$ cat config.mk
export PLATFORM = sky130hd
export DESIGN_NAME = element_header_deframer_unit
export DESIGN_NICKNAME = d
export VERILOG_FILES = /design/src/rtl/core/ehd_pkg.sv /design/src/rtl/core/element_header_deframer_unit.sv /design/src/rtl/core/ehd_header_unpack.sv
export SDC_FILE = /design/constraint.sdc
export NUM_CORES = 1
export LEC_CHECK = 0
export BUFFER_PORTS_ARGS = -buffer_cell sky130_fd_sc_hd__buf_2
export CORE_MARGIN = 3
export CORE_UTILIZATION = 26
export DETAILED_ROUTE_END_ITERATION = 16
export PLACE_DENSITY = 0.41
export SLEW_MARGIN = 40
export SYNTH_ARGS = -nofsm -noshare
export SYNTH_HDL_FRONTEND = slang
export SYNTH_HIERARCHICAL = 1
export SYNTH_SLANG_ARGS = --single-unit
$ cat constraint.sdc
create_clock -name clock -period 2.7 [get_ports clock]
set_clock_uncertainty 0.05 [all_clocks]
set_input_delay 0.135 -clock clock [delete_from_list [all_inputs] [get_ports clock]]
set_output_delay 0.135 -clock clock [all_outputs]
set_load 0.01 [all_outputs]
$ cat src/rtl/core/ehd_pkg.sv
// Shared types and constants for the element header deframer.
package ehd_pkg;

   // Width of the remaining-bytes counter of a payload.
   localparam int unsigned LEFT_W = 31;

   typedef enum logic [1:0] {
      KIND_HEADER = 2'd0,
      KIND_DATA   = 2'd1,
      KIND_END    = 2'd2,
      KIND_ERROR  = 2'd3
   } kind_type;

   typedef struct packed {
      logic [7:0] in_byte;
      logic       at_end;
   } req_payload_type;

   typedef struct packed {
      kind_type           kind;
      logic signed [15:0] grp_num;
      logic signed [15:0] elem_num;
      logic signed [31:0] value_len;
      logic [7:0]         data_byte;
      logic               last;
   } rsp_payload_type;

   typedef struct packed {
      logic signed [15:0] grp_num;
      logic signed [15:0] elem_num;
      logic signed [31:0] value_len;
   } header_fields_type;

endpackage

$ cat src/rtl/core/element_header_deframer_unit.sv
// Top level of the element header deframer: byte stream in, headers and data bytes out.
//
//   channel | direction | handshake                   | payload
//   req     | in        | req_valid / req_stall       | ehd_pkg::req_payload_type
//   rsp     | out       | rsp_valid / rsp_stall       | ehd_pkg::rsp_payload_type
//   csr     | in        | csr_write_enable            | csr_write_data (byte order)
//
// One byte is taken per cycle while not stalled; its result, if any, appears in the result
// register on the following cycle. Header bytes before the last one give no result.
// The next byte is taken while the result register is empty or being transferred.
// Reset is synchronous; during reset no transfer is taken and byte order reverts
// to little-endian.
module element_header_deframer_unit #(
   parameter int unsigned ID_BYTES     = 2,
   parameter int unsigned LENGTH_BYTES = 4
) (
   input  logic                     clock,
   input  logic                     reset,
   input  logic                     req_valid,
   output logic                     req_stall,
   input  ehd_pkg::req_payload_type req_payload,
   output logic                     rsp_valid,
   input  logic                     rsp_stall,
   output ehd_pkg::rsp_payload_type rsp_payload,
   input  logic                     csr_write_enable,
   input  logic                     csr_write_data
);

   localparam int unsigned HDR_TOTAL = 2 * ID_BYTES + LENGTH_BYTES;
   localparam int unsigned CNT_W     = $clog2(HDR_TOTAL);
   localparam int unsigned IDX_W     = $clog2(HDR_TOTAL - 1);

   logic                              little_endian_ff;
   logic [HDR_TOTAL-2:0][7:0]         hdr_bytes_ff, hdr_bytes_in;
   logic [CNT_W-1:0]                  hdr_count_ff, hdr_count_in;
   logic                              in_payload_ff, in_payload_in;
   logic [ehd_pkg::LEFT_W-1:0]        bytes_left_ff, bytes_left_in;
   logic                              rsp_valid_ff, rsp_valid_in;
   ehd_pkg::rsp_payload_type          rsp_data_ff, rsp_data_in;

   logic                              req_xfer;
   logic [ehd_pkg::LEFT_W-1:0]        left_dec;
   ehd_pkg::header_fields_type        fields;

   assign req_stall = reset | (rsp_valid_ff & rsp_stall);
   assign req_xfer  = req_valid & ~req_stall;
   assign left_dec  = bytes_left_ff - ehd_pkg::LEFT_W'(1);

   ehd_header_unpack #(
      .ID_BYTES     (ID_BYTES),
      .LENGTH_BYTES (LENGTH_BYTES)
   ) u_unpack (
      .hdr_bytes     ({req_payload.in_byte, hdr_bytes_ff}),
      .little_endian (little_endian_ff),
      .fields        (fields)
   );

   always_comb begin
      hdr_bytes_in  = hdr_bytes_ff;
      hdr_count_in  = hdr_count_ff;
      in_payload_in = in_payload_ff;
      bytes_left_in = bytes_left_ff;
      rsp_valid_in  = rsp_valid_ff & rsp_stall;
      rsp_data_in   = rsp_data_ff;
      if (req_xfer) begin
         priority if (req_payload.at_end) begin
            rsp_valid_in  = 1'b1;
            rsp_data_in   = '0;
            rsp_data_in.kind = (!in_payload_ff && hdr_count_ff == '0) ?
                               ehd_pkg::KIND_END : ehd_pkg::KIND_ERROR;
            hdr_bytes_in  = '0;
            hdr_count_in  = '0;
            in_payload_in = 1'b0;
            bytes_left_in = '0;
         end else if (in_payload_ff) begin
            bytes_left_in = left_dec;
            in_payload_in = (left_dec != '0);
            rsp_valid_in  = 1'b1;
            rsp_data_in   = '0;
            rsp_data_in.kind      = ehd_pkg::KIND_DATA;
            rsp_data_in.data_byte = req_payload.in_byte;
            rsp_data_in.last      = (left_dec == '0);
         end else if (hdr_count_ff != CNT_W'(HDR_TOTAL - 1)) begin
            hdr_bytes_in[hdr_count_ff[IDX_W-1:0]] = req_payload.in_byte;
            hdr_count_in = hdr_count_ff + CNT_W'(1);
         end else begin
            // Final header byte: the fields are complete.
            hdr_bytes_in = '0;
            hdr_count_in = '0;
            rsp_valid_in = 1'b1;
            rsp_data_in  = '0;
            rsp_data_in.kind      = ehd_pkg::KIND_HEADER;
            rsp_data_in.grp_num   = fields.grp_num;
            rsp_data_in.elem_num  = fields.elem_num;
            rsp_data_in.value_len = fields.value_len;
            if (fields.value_len[31] || fields.value_len == '0) begin
               rsp_data_in.last = 1'b1;
            end else begin
               in_payload_in = 1'b1;
               bytes_left_in = fields.value_len[ehd_pkg::LEFT_W-1:0];
            end
         end
      end
   end

   always_ff @(posedge clock) begin
      if (reset) begin
         little_endian_ff <= 1'b1;
         hdr_bytes_ff     <= '0;
         hdr_count_ff     <= '0;
         in_payload_ff    <= 1'b0;
         bytes_left_ff    <= '0;
         rsp_valid_ff     <= 1'b0;
      end else begin
         if (csr_write_enable) begin
            little_endian_ff <= csr_write_data;
         end
         hdr_bytes_ff  <= hdr_bytes_in;
         hdr_count_ff  <= hdr_count_in;
         in_payload_ff <= in_payload_in;
         bytes_left_ff <= bytes_left_in;
         rsp_valid_ff  <= rsp_valid_in;
      end
   end

   always_ff @(posedge clock) begin
      rsp_data_ff <= rsp_data_in;
   end

   assign rsp_valid   = rsp_valid_ff;
   assign rsp_payload = rsp_data_ff;

endmodule

$ cat src/rtl/core/ehd_header_unpack.sv
// Assembles and sign-extends the three header fields from the gathered header bytes.
module ehd_header_unpack #(
   parameter int unsigned ID_BYTES     = 2,
   parameter int unsigned LENGTH_BYTES = 4,
   localparam int unsigned HDR_TOTAL   = 2 * ID_BYTES + LENGTH_BYTES
) (
   input  logic [HDR_TOTAL-1:0][7:0] hdr_bytes,
   input  logic                      little_endian,
   output ehd_pkg::header_fields_type fields
);

   logic [8*ID_BYTES-1:0]     group_raw;
   logic [8*ID_BYTES-1:0]     element_raw;
   logic [8*LENGTH_BYTES-1:0] length_raw;

   always_comb begin
      group_raw   = '0;
      element_raw = '0;
      length_raw  = '0;
      for (int k = 0; k < ID_BYTES; k++) begin
         if (little_endian) begin
            group_raw[8*k +: 8]   = hdr_bytes[k];
            element_raw[8*k +: 8] = hdr_bytes[ID_BYTES + k];
         end else begin
            group_raw[8*(ID_BYTES-1-k) +: 8]   = hdr_bytes[k];
            element_raw[8*(ID_BYTES-1-k) +: 8] = hdr_bytes[ID_BYTES + k];
         end
      end
      for (int k = 0; k < LENGTH_BYTES; k++) begin
         if (little_endian) begin
            length_raw[8*k +: 8] = hdr_bytes[2*ID_BYTES + k];
         end else begin
            length_raw[8*(LENGTH_BYTES-1-k) +: 8] = hdr_bytes[2*ID_BYTES + k];
         end
      end
   end

   // Each field is sign-extended from its own width.
   assign fields.grp_num   = 16'(signed'(group_raw));
   assign fields.elem_num  = 16'(signed'(element_raw));
   assign fields.value_len = 32'(signed'(length_raw));

endmodule

# --- Yosys cells after proc, flatten, opt, wreduce, memory -nomap -nowiden ---
# Cells that the tools add are included.
totals:
  reg_bits: 168
  output_inout_bits: 77
  wordCells: 76
classes:
  n_addsub: 2
  magnitude_cmp: 2
  eq_ne: 4
  muxes: 34
  bitwise: 4
  n_reduce_logical: 12
op_table:
  columns: ["operator", "count"]
  rows:
  - ["75-bit two-way mux", 3]
  - ["56-bit two-way mux", 3]
  - ["31-bit two-way mux", 4]
  - ["8-bit two-way mux", 9]
  - ["56-bit bitwise mux", 1]
  - ["32-bit zero test", 1]
  - ["31-bit zero test", 1]
  - ["31-bit nonzero test", 1]
  - ["31-bit by 1-bit subtractor with 31-bit output (second input constant)", 1]
  - ["8-bit demux with 3-bit select", 1]
  - ["1-bit two-way mux", 10]
  - ["3-bit two-way mux", 3]
  - ["3-bit inequality test (second input constant)", 3]
  - ["3-bit by 4-bit less-than comparator with 1-bit output (second input constant)", 1]
  - ["2-bit AND reduction", 2]
  - ["3-bit by 1-bit adder with 3-bit output (second input constant)", 1]
  - ["3-bit by 1-bit greater-or-equal comparator with 1-bit output (second input constant)", 1]
  - ["3-bit zero test", 1]
  - ["3-bit AND reduction", 1]
  - ["1-bit bitwise AND", 2]
  - ["1-bit logical AND", 2]
  - ["2-bit inequality test (second input constant)", 1]
  - ["2-bit OR reduction", 1]
  - ["1-bit zero test", 1]
  - ["3 further kinds", 3]

# --- Depth between registers and ports, before layout ---
# Gate-level depths: netlist (run 1).
depth:
  word_depth: 8
  ltp_mapped: 11
  depth_no_buf: 8

# --- Cells and area by module ---
# Netlist (run 1), hierarchy kept.
by_module_without_submodules:
  columns: ["mod", "instances", "cells_each", "area_each_um2", "seq_area_each_um2"]
  rows:
  - ["element_header_deframer_unit", 1, 743, 7309.5, 4113.9]
  - ["ehd_header_unpack", 1, 71, 1077.3, 0.0]

# --- Least setup slack after synthesis (run 1) ---
# Ideal clock, no wire load.
synth_path:
  kind: "flip-flop to flip-flop"
  startpoint: "register rsp_valid_ff (netlist: rsp_valid)"
  endpoint: "register rsp_data_ff, in the netlist rsp_payload[0], enable pin"
  setup_ns: 0.429
  arrival_ns: 2.527
  t_required_ns: 2.221
  slack_ns: -0.306
  stages_incl_launch_ff: 6
  path_cell_list: "dfxtp_1 -> a21oi_1 -> and2_1 -> clkbuf_1 -> o21ai_0 -> inv_1"
synth_via:
  elab_chain_cells: 5
synth_lines:
  columns: ["element", "line", "text"]
  rows:
  - ["start: declaration", "element_header_deframer_unit.sv:38", "logic rsp_valid_ff, rsp_valid_in;"]
  - ["start signal: assignment", "element_header_deframer_unit.sv:122", "rsp_valid_ff <= rsp_valid_in;"]
  - ["1-bit bitwise AND", "element_header_deframer_unit.sv:45", "assign req_stall = reset | (rsp_valid_ff & rsp_stall);"]
  - ["1-bit bitwise OR", "element_header_deframer_unit.sv:45", null]
  - ["1-bit NOT", "element_header_deframer_unit.sv:46", "assign req_xfer = req_valid & ~req_stall;"]
  - ["1-bit bitwise AND", "element_header_deframer_unit.sv:46", null]
  - ["2-bit AND reduction (no line)", null, null]
  - ["end signal: assignment", "element_header_deframer_unit.sv:127", "rsp_data_ff <= rsp_data_in;"]
  - ["end: declaration", "element_header_deframer_unit.sv:39", "ehd_pkg::rsp_payload_type rsp_data_ff, rsp_data_in;"]
# Every way passes these cells.
# A chain may end at the register's enable or synchronous reset.

# --- Worst setup path in the final report (run 1) ---
layout_path:
  startpoint: "register bytes_left_ff[0] (netlist name)"
  endpoint: "register rsp_data_ff, in the netlist rsp_payload[0] (data pin)"
layout_via:
  elab_chain_cells: 3
layout_lines:
  columns: ["element", "line", "text"]
  rows:
  - ["start: declaration", "element_header_deframer_unit.sv:37", "logic [ehd_pkg::LEFT_W-1:0] bytes_left_ff, bytes_left_in;"]
  - ["start signal: assignment", "element_header_deframer_unit.sv:121", "bytes_left_ff <= bytes_left_in;"]
  - ["31-bit by 1-bit subtractor with 31-bit output", "element_header_deframer_unit.sv:47", "assign left_dec = bytes_left_ff - ehd_pkg::LEFT_W'(1);"]
  - ["31-bit zero test", "element_header_deframer_unit.sv:82", "rsp_data_in.last = (left_dec == '0);"]
  - ["75-bit two-way mux", "element_header_deframer_unit.sv:75", "end else if (in_payload_ff) begin"]
# Every way passes these cells.

==> metrics.md, run 1 <==
| Metric | Value |
|---|---|
| WL/cell | between 15 and 20 microns |
| Relative slew slack | 0.4683 |
| Layout area overhead | 20.75% |
| Share of Yosys cell area claimed by the top area cell type | 0.2685 |
| Post-CTS setup buffers | 0 |
| Wirelength, routed | 25200 microns |
| Reg clk slew, reported paths | approximately 70 ps |
| Total number of vias | about 6500 |
| Die area | about 0.034 sq mm |
| Largest net degree at the start of global routing | 94 |
| Status | completed |
| RSZ-0062 raised after global routing | yes |
| Post-Synth Simple-Gate Area | 0.1919 |
| Critical Path RT | 2950 ps |
| Final Core Density | 0.3201 |
| Multi-input gate area | around 0.0039 sq mm |
| Peak supply drop | ~410 uV |
| DR vias/cell | roughly 4.9 |
| # clock sinks | ~170 |
| Syn_area_per_cell | between 10 and 15 sq um |
| Synth Warn # | 6 |
| # IOs | about 90 |
| Adder-cell share of the synthesized area | 0.007459 |
| Starting Density | 0.2651 |
| Number of synthesized flops with an enable pin | 75 |
| Post-place setup slack | around 21 ps |
| Final Hold Viols | 0 |
| Syn_nets | 834 |
| Hold WS | 135.1 ps |
| Crit path kind | reg2reg |
| Gpl congestion | 0.8411 |
| Post-synth ARST share | 0 |
| Die H | about 190 microns |
| Fillcell total | ~3300 |
| CTS tree | done |
| Most used DFF post-synth | dfxtp_1 |
| First-pass GRT wire length | roughly 40000 microns |
| Site row count | 65 |
| Mapped cell area | between 0.008 and 0.009 sq mm |
| Met3 wire length | around 720 microns |
| Largest family of logic cells by synthesized area | simple AND/OR/NAND/NOR gates |
| Ranking of synthesized cells by area | edfxtp_1 27%, dfxtp_1 22%, mux2_4 11%, and2_1 5.5%, a22oi_1 5.0% |
| Fin crit period | about 2600 ps |
| Slew @ Worst Pin | 797.6 ps |
| Cell taking the most area after synthesis | edfxtp_1 |
| Post-Synthesis Cells | around 810 |
| Vias in the first global route | about 6400 |
| Crit end category | flop |
| M1 wire length | 12090 microns |
| Leak | slightly below 0.004 uW |
| Worst Path Arrival | ~2900 ps |
| Core ar. | approximately 0.032 sq mm |
| First drt pass iteration count | 4 |
| Peak Freq | between 300 and 400 MHz |
| CP max FO | 6 |
| Post-route clock period utilization | 0.9730 |
| Hold Crit Class | in2reg |
| Synthesis-stage register bit count | between 150 and 200 |
| FF/Latch Area | 0.004118 sq mm |
| Post-synthesis mux area share | 0.1128 |
| Fin nets | about 940 |
| Final ANT Viol Nets | 0 |
| Max-capacitance violation count | 0 |
| Post-synthesis compound-gate area fraction | 0.1425 |
| I/O Buffers | roughly 90 |
| Highest metal used | met4 |
| Total global routing overflow | 0 |
| Pwr/cell area | about 560 mW/mm^2 |
| Met2 WL post-DR | 11900 microns |
| Die W | approximately 190 microns |
| Final setup viols | 0 |
| Ant diodes | 0 |
| GRT Total Usage | 0.1499 |
| DRT iter0 DRCs | 389 |
| Synth Area in XOR/XNOR | 0.004177 |
| H-tree depth | 4 |
| Dpl hpwl | ~18000 microns |
| Setup crit start kind | flop |
| Number of distinct library cells after synthesis | 54 |
| Latest clock arrival within the worst-skew pair | around 440 ps |
| Fin worst setup slack | roughly 73 ps |
| Remaining DRCs | 0 |
| Fraction of layout cells with a size suffix above 1 | 0.2866 |
| Max-slew violation count | 0 |
| CTS Root Cell | clkbuf_16 |
| Num CTS Buffers | 17 |
| Initial antenna violation count | 0 |
| Sequential share of the synthesized area | 0.4905 |
| CTS Buffer Depth | 2 |
-- through the flow --
| stage | cells | power, uW | TNS (ps) | area, sq um |
|---|---|---|---|---|
| after global routing | 1330 | 5941 | -69.58 | 10130 |
| after global placement | 1294 | 3255 | 0 | 9428 |
| final | 1330 | 5711 | 0 | 10130 |
| after detailed placement | 1294 | 3253 | 0 | 9447 |
| after CTS | 1330 | 5799 | 0 | 10080 |
| after floorplan | 814 | 3076 | 0 | 8391 |
-- final cells by class --
class | count | share of cell area
Clock buffer | 18 | 0.04238
Clock inverter | 14 | 0.01581
Inverter | 9 | 0.003706
Multi-Input combinational cell | 570 | 0.3876
Sequential cell | 168 | 0.4066
Tap cell | 402 | 0.04967
Timing Repair Buffer | 149 | 0.09427
-- kinds of logic (layout without fill, tap and decap cells) --
logic type	Yosys count	after routing
fa+ha+maj	5	5
buf+inv	76	190
compound gates	193	193
simple gates	304	304
mux	64	64
flops	168	168
xor+xnor	4	4
-- worst max-delay path, cell delays in order (launching register included) --
cell and delay (ps):
dfxtp_1 320, inv_1 80, ha_2 230, or3b_2 460
or3_1 350, o41ai_2 280, nand4_1 140, nor4_2 310
buf_4 180, a22o_1 110
-- repair_timing --
action	in CTS	in global routing
resized for setup	1	10
setup endpoints to repair	1	30
hold buffers	4	0
endpoints found under the hold margin	3	0
-- cell usage in the layout, fill, tap and decap left out, types with 5 or more instances in the layout --
master,count
a21oi_1,48
a22oi_1,56
and2_1,74
and3_1,5
buf_2,91
buf_4,49
clkbuf_16,17
dfxtp_1,92
edfxtp_1,75
inv_1,8
mux2_4,60
nand2_1,18
nand3_1,6
nand4_1,7
nor2_1,105
nor2b_1,5
nor3_1,22
nor4_1,23
o21ai_0,62
or3_1,5
or4_1,6
-- final timing paths --
kind                                         end  slack, ps             start  cells past startpoint
worst max-delay path              rsp_payload[0]         70  bytes_left_ff[0]                      9
worst min-delay path            hdr_bytes_ff[37]        140    req_payload[6]                      3
worst max register to register    rsp_payload[0]         70  bytes_left_ff[0]                      9
worst min register to register         rsp_valid        430         rsp_valid                      2
-- registers in the layout, summed over array words and instances (netlist names) --
signal and cells:
bytes_left_ff 31, hdr_bytes_ff 56, hdr_count_ff 3, in_payload_ff 1
little_endian_ff 1, rsp_payload 75, rsp_valid 1
-- cell usage after synthesis, types with 6 or more instances --
| cell type | count |
|---|---|
| buf_12 | 6 |
| mux2_4 | 60 |
| nor2_1 | 106 |
| or3_1 | 6 |
| nor3_1 | 26 |
| nand2_1 | 18 |
| dfxtp_1 | 93 |
| nand3_1 | 6 |
| buf_1 | 10 |
| inv_1 | 9 |
| o21ai_0 | 63 |
| a22oi_1 | 56 |
| nand4_1 | 7 |
| clkbuf_1 | 42 |
| nor4_1 | 24 |
| or4_1 | 6 |
| a21oi_1 | 49 |
| edfxtp_1 | 75 |
| and2_1 | 74 |
-- power breakdown --
group	switching [uW]	internal [uW]	leakage, uW
combinational	304	198	0.00222
sequential	16.1	2680	0.00147
clock	1120	1390	0.000286
-- per-layer routing --
metal  vias to the layer above  track usage
met2                       113       0.2437
met3                        27      0.02677
met4                         0      0.04617
met5                         -            0
met1                      3190       0.2041
li1                       3160            -
Note: power is estimated with default switching activity, not from simulation.
==> run 2: changes to the inputs <==
--- a/config.mk
+++ b/config.mk
@@ -6,10 +6,12 @@
 export NUM_CORES = 1
 export LEC_CHECK = 0
 export BUFFER_PORTS_ARGS = -buffer_cell sky130_fd_sc_hd__buf_2
+export CELL_PAD_IN_SITES_DETAIL_PLACEMENT = 1
+export CELL_PAD_IN_SITES_GLOBAL_PLACEMENT = 2
 export CORE_MARGIN = 3
 export CORE_UTILIZATION = 26
 export DETAILED_ROUTE_END_ITERATION = 16
-export PLACE_DENSITY = 0.41
+export PLACE_DENSITY = 0.58
 export SLEW_MARGIN = 40
 export SYNTH_ARGS = -nofsm -noshare
 export SYNTH_HDL_FRONTEND = slang
==> run 2 against run 1 <==
Cell area increased by 1.7%. Sequential power about the same. Non-clock buffer count increased by 11. Fmax increased by 0.40%. Combinational power increased by 4.2%. Flip-flop and latch count unchanged. Critical path type unchanged. Critical path depth decreased by 1. Sequential share of layout area decreased by 0.67 points. Utilization increased by 0.53 points. Routed wire length increased by 5.5%.
==> metrics.md, run 2 (synthesis gave the netlist of run 1 again) <==
| Metric | Value |
|---|---|
| Status | completed |
| # clock sinks | 168 (unchanged) |
| Dpl cell area | 0.009489 sq mm (+0.45%) |
| Vias in the first global route | 6637 (+4.0%) |
| Max-capacitance violation count | 0 (unchanged) |
| Layout area overhead | 22.77% |
| DRT iter0 DRCs | 428 (+10%) |
| Total number of vias | 6589 (+1.5%) |
| Latest clock arrival within the worst-skew pair | 440 ps (about the same) |
| Site row count | 65 (unchanged) |
| Initial antenna violation count | 0 (unchanged) |
| Slowest CP cell | or4_1 |
| Crit path largest cell delay | 560 ps (+100 ps) |
| Worst-path cell chain | buf_4 > or4_1 > or3_4 > or3_1 > o2111ai_1 > nor4_2 > buf_4 > a22o_1 |
| Final setup viols | 0 (unchanged) |
| Crit end category | flop |
| Commonest non-fill, non-tap cell in the layout | nor2_1 |
| Fin crit period | 2617 ps (-10.34 ps) |
| I/O Buffers | 91 (unchanged) |
| Post-route clock period utilization | 0.9691 (-0.003831) |
| Fin area | 0.01030 sq mm (+1.7%) |
| Starting Density | 0.2651 (unchanged) |
| Final Instance Count excl. Fillers | 1341 (+0.83%) |
| Fin nets | 946 (+1.2%) |
| GRT Total Usage | 0.1569 (+0.007005) |
| CTS Root Cell | clkbuf_16 |
| Dpl hpwl | 18910 microns (+6.2%) |
| Post-place setup slack | -25.71 ps (-46.93 ps) |
| Final ANT Viol Nets | 0 (unchanged) |
| Reg clk slew, reported paths | 80 ps (about the same) |
| Crit-path leading delay family | simple AND/OR/NAND/NOR gates |
| First-pass GRT wire length | 41100 microns (+5.2%) |
| Die area | 0.03445 sq mm (unchanged) |
| Fraction of layout cells with a size suffix above 1 | 0.2971 (+0.01049) |
| Fin worst setup slack | 83.35 ps (+10.34 ps) |
| Max reg flops | 75 (unchanged) |
| Die H | 185.6 microns (unchanged) |
| Hold Crit Class | in2reg |
| Worst Path Arrival | 2760 ps (-120 ps) |
| Leak | 0.004054 uW (+2.2%) |
| Crit path buffers/inverters | 2 (unchanged) |
| Num CTS Buffers | 17 (unchanged) |
| Pwr/cell area | 577.1 mW/mm^2 (+2.3%) |
| CTS Buffer Depth | 2 (unchanged) |
| Peak supply drop | 368.5 uV (-11%) |
| Hold WS | 32.46 ps (-102.7 ps) |
| CP most frequent cell | buf_4 |
| Critical Path RT | 2840 ps (-110 ps) |
| Largest net degree at the start of global routing | 94 (unchanged) |
| WL/cell | 19.83 microns (+4.7%) |
| Relative slew slack | 0.4734 (+0.005135) |
| Setup crit start kind | flop |
| Commonest non-fill, non-tap cells in the layout | 105 x nor2_1, 92 x dfxtp_1, 91 x buf_2 |
| Crit path kind | reg2reg |
| CTS tree | done |
| # IOs | 92 (unchanged) |
| CP max FO | 5 (-1) |
| Peak Freq | 382.2 MHz (+0.40%) |
| Wirelength, routed | 26600 microns (+5.5%) |
| Overall Power | 5942 uW (+4.0%) |
| Cells after DPL | 1301 (+0.54%) |
| Final Hold Viols | 0 (unchanged) |
| DR vias/cell | 4.913 (+0.69%) |
| H-tree depth | 4 (unchanged) |
| Max-slew violation count | 0 (unchanged) |
| Total global routing overflow | 0 (unchanged) |
| Remaining DRCs | 0 (unchanged) |
| Ant diodes | 0 (unchanged) |
| First drt pass iteration count | 4 (unchanged) |
| Gpl congestion | 0.7817 (-7.1%) |
| Core ar. | 0.03164 sq mm (unchanged) |
| Slew @ Worst Pin | 789.9 ps (-7.703 ps) |
| Die W | 185.6 microns (unchanged) |
## run 2: cell type report
cell class / count / area, sq um
Fill cell: 3528 / 21340
Sequential cell: 168 / 4118
Multi-Input combinational cell: 570 / 3959
Timing Repair Buffer: 160 / 1035
Tap cell: 402 / 503.0
Clock buffer: 18 / 429.2
Clock inverter: 14 / 215.2
Inverter: 9 / 37.54
## run 2: repair_timing
action                     in CTS  in global routing
setup endpoints to repair       2                 30
hold endpoints to repair        2                  0
hold buffers                    3                  0
pin swaps                       1                  2
gates cloned                    0                  0
setup buffers                   0                  5
gates resized for setup         3                 13
## run 2: power by group
part / leakage (uW) / total [uW] / switching [uW] / internal, uW
clock: 0.000314 / 2720 / 1140 / 1580
sequential: 0.00147 / 2700 / 18.6 / 2680
combinational: 0.00227 / 523 / 314 / 209
total: 0.00405 / 5940 / 1470 / 4470
## run 2: worst paths after layout
check / start / to / slack [ps] / cells after the start
max reg2reg: bytes_left_ff[0] / rsp_payload[0] / 80 / 8
min reg2reg: rsp_valid / rsp_valid / 440 / 2
max: bytes_left_ff[0] / rsp_payload[0] / 80 / 8
min: req_payload[0] / rsp_payload[74] / 30 / 1
## run 2: per-layer routing
metal / up-vias / global-route usage / part of all wire
met2: 103 / 0.2537 / 0.47
met4: 0 / 0.03873 / 0.011
li1: 3184 / - / -
met1: 3280 / 0.2192 / 0.49
met5: - / 0 / 0
met3: 22 / 0.02716 / 0.033
## run 2: per-stage QoR
step	setup TNS, ps	util
after detailed placement	-25.71	0.2999
after global routing	-6.056	0.3255
after global placement	-80.22	0.2997
after CTS	0	0.3217
final	0	0.3255
after floorplan	0	-
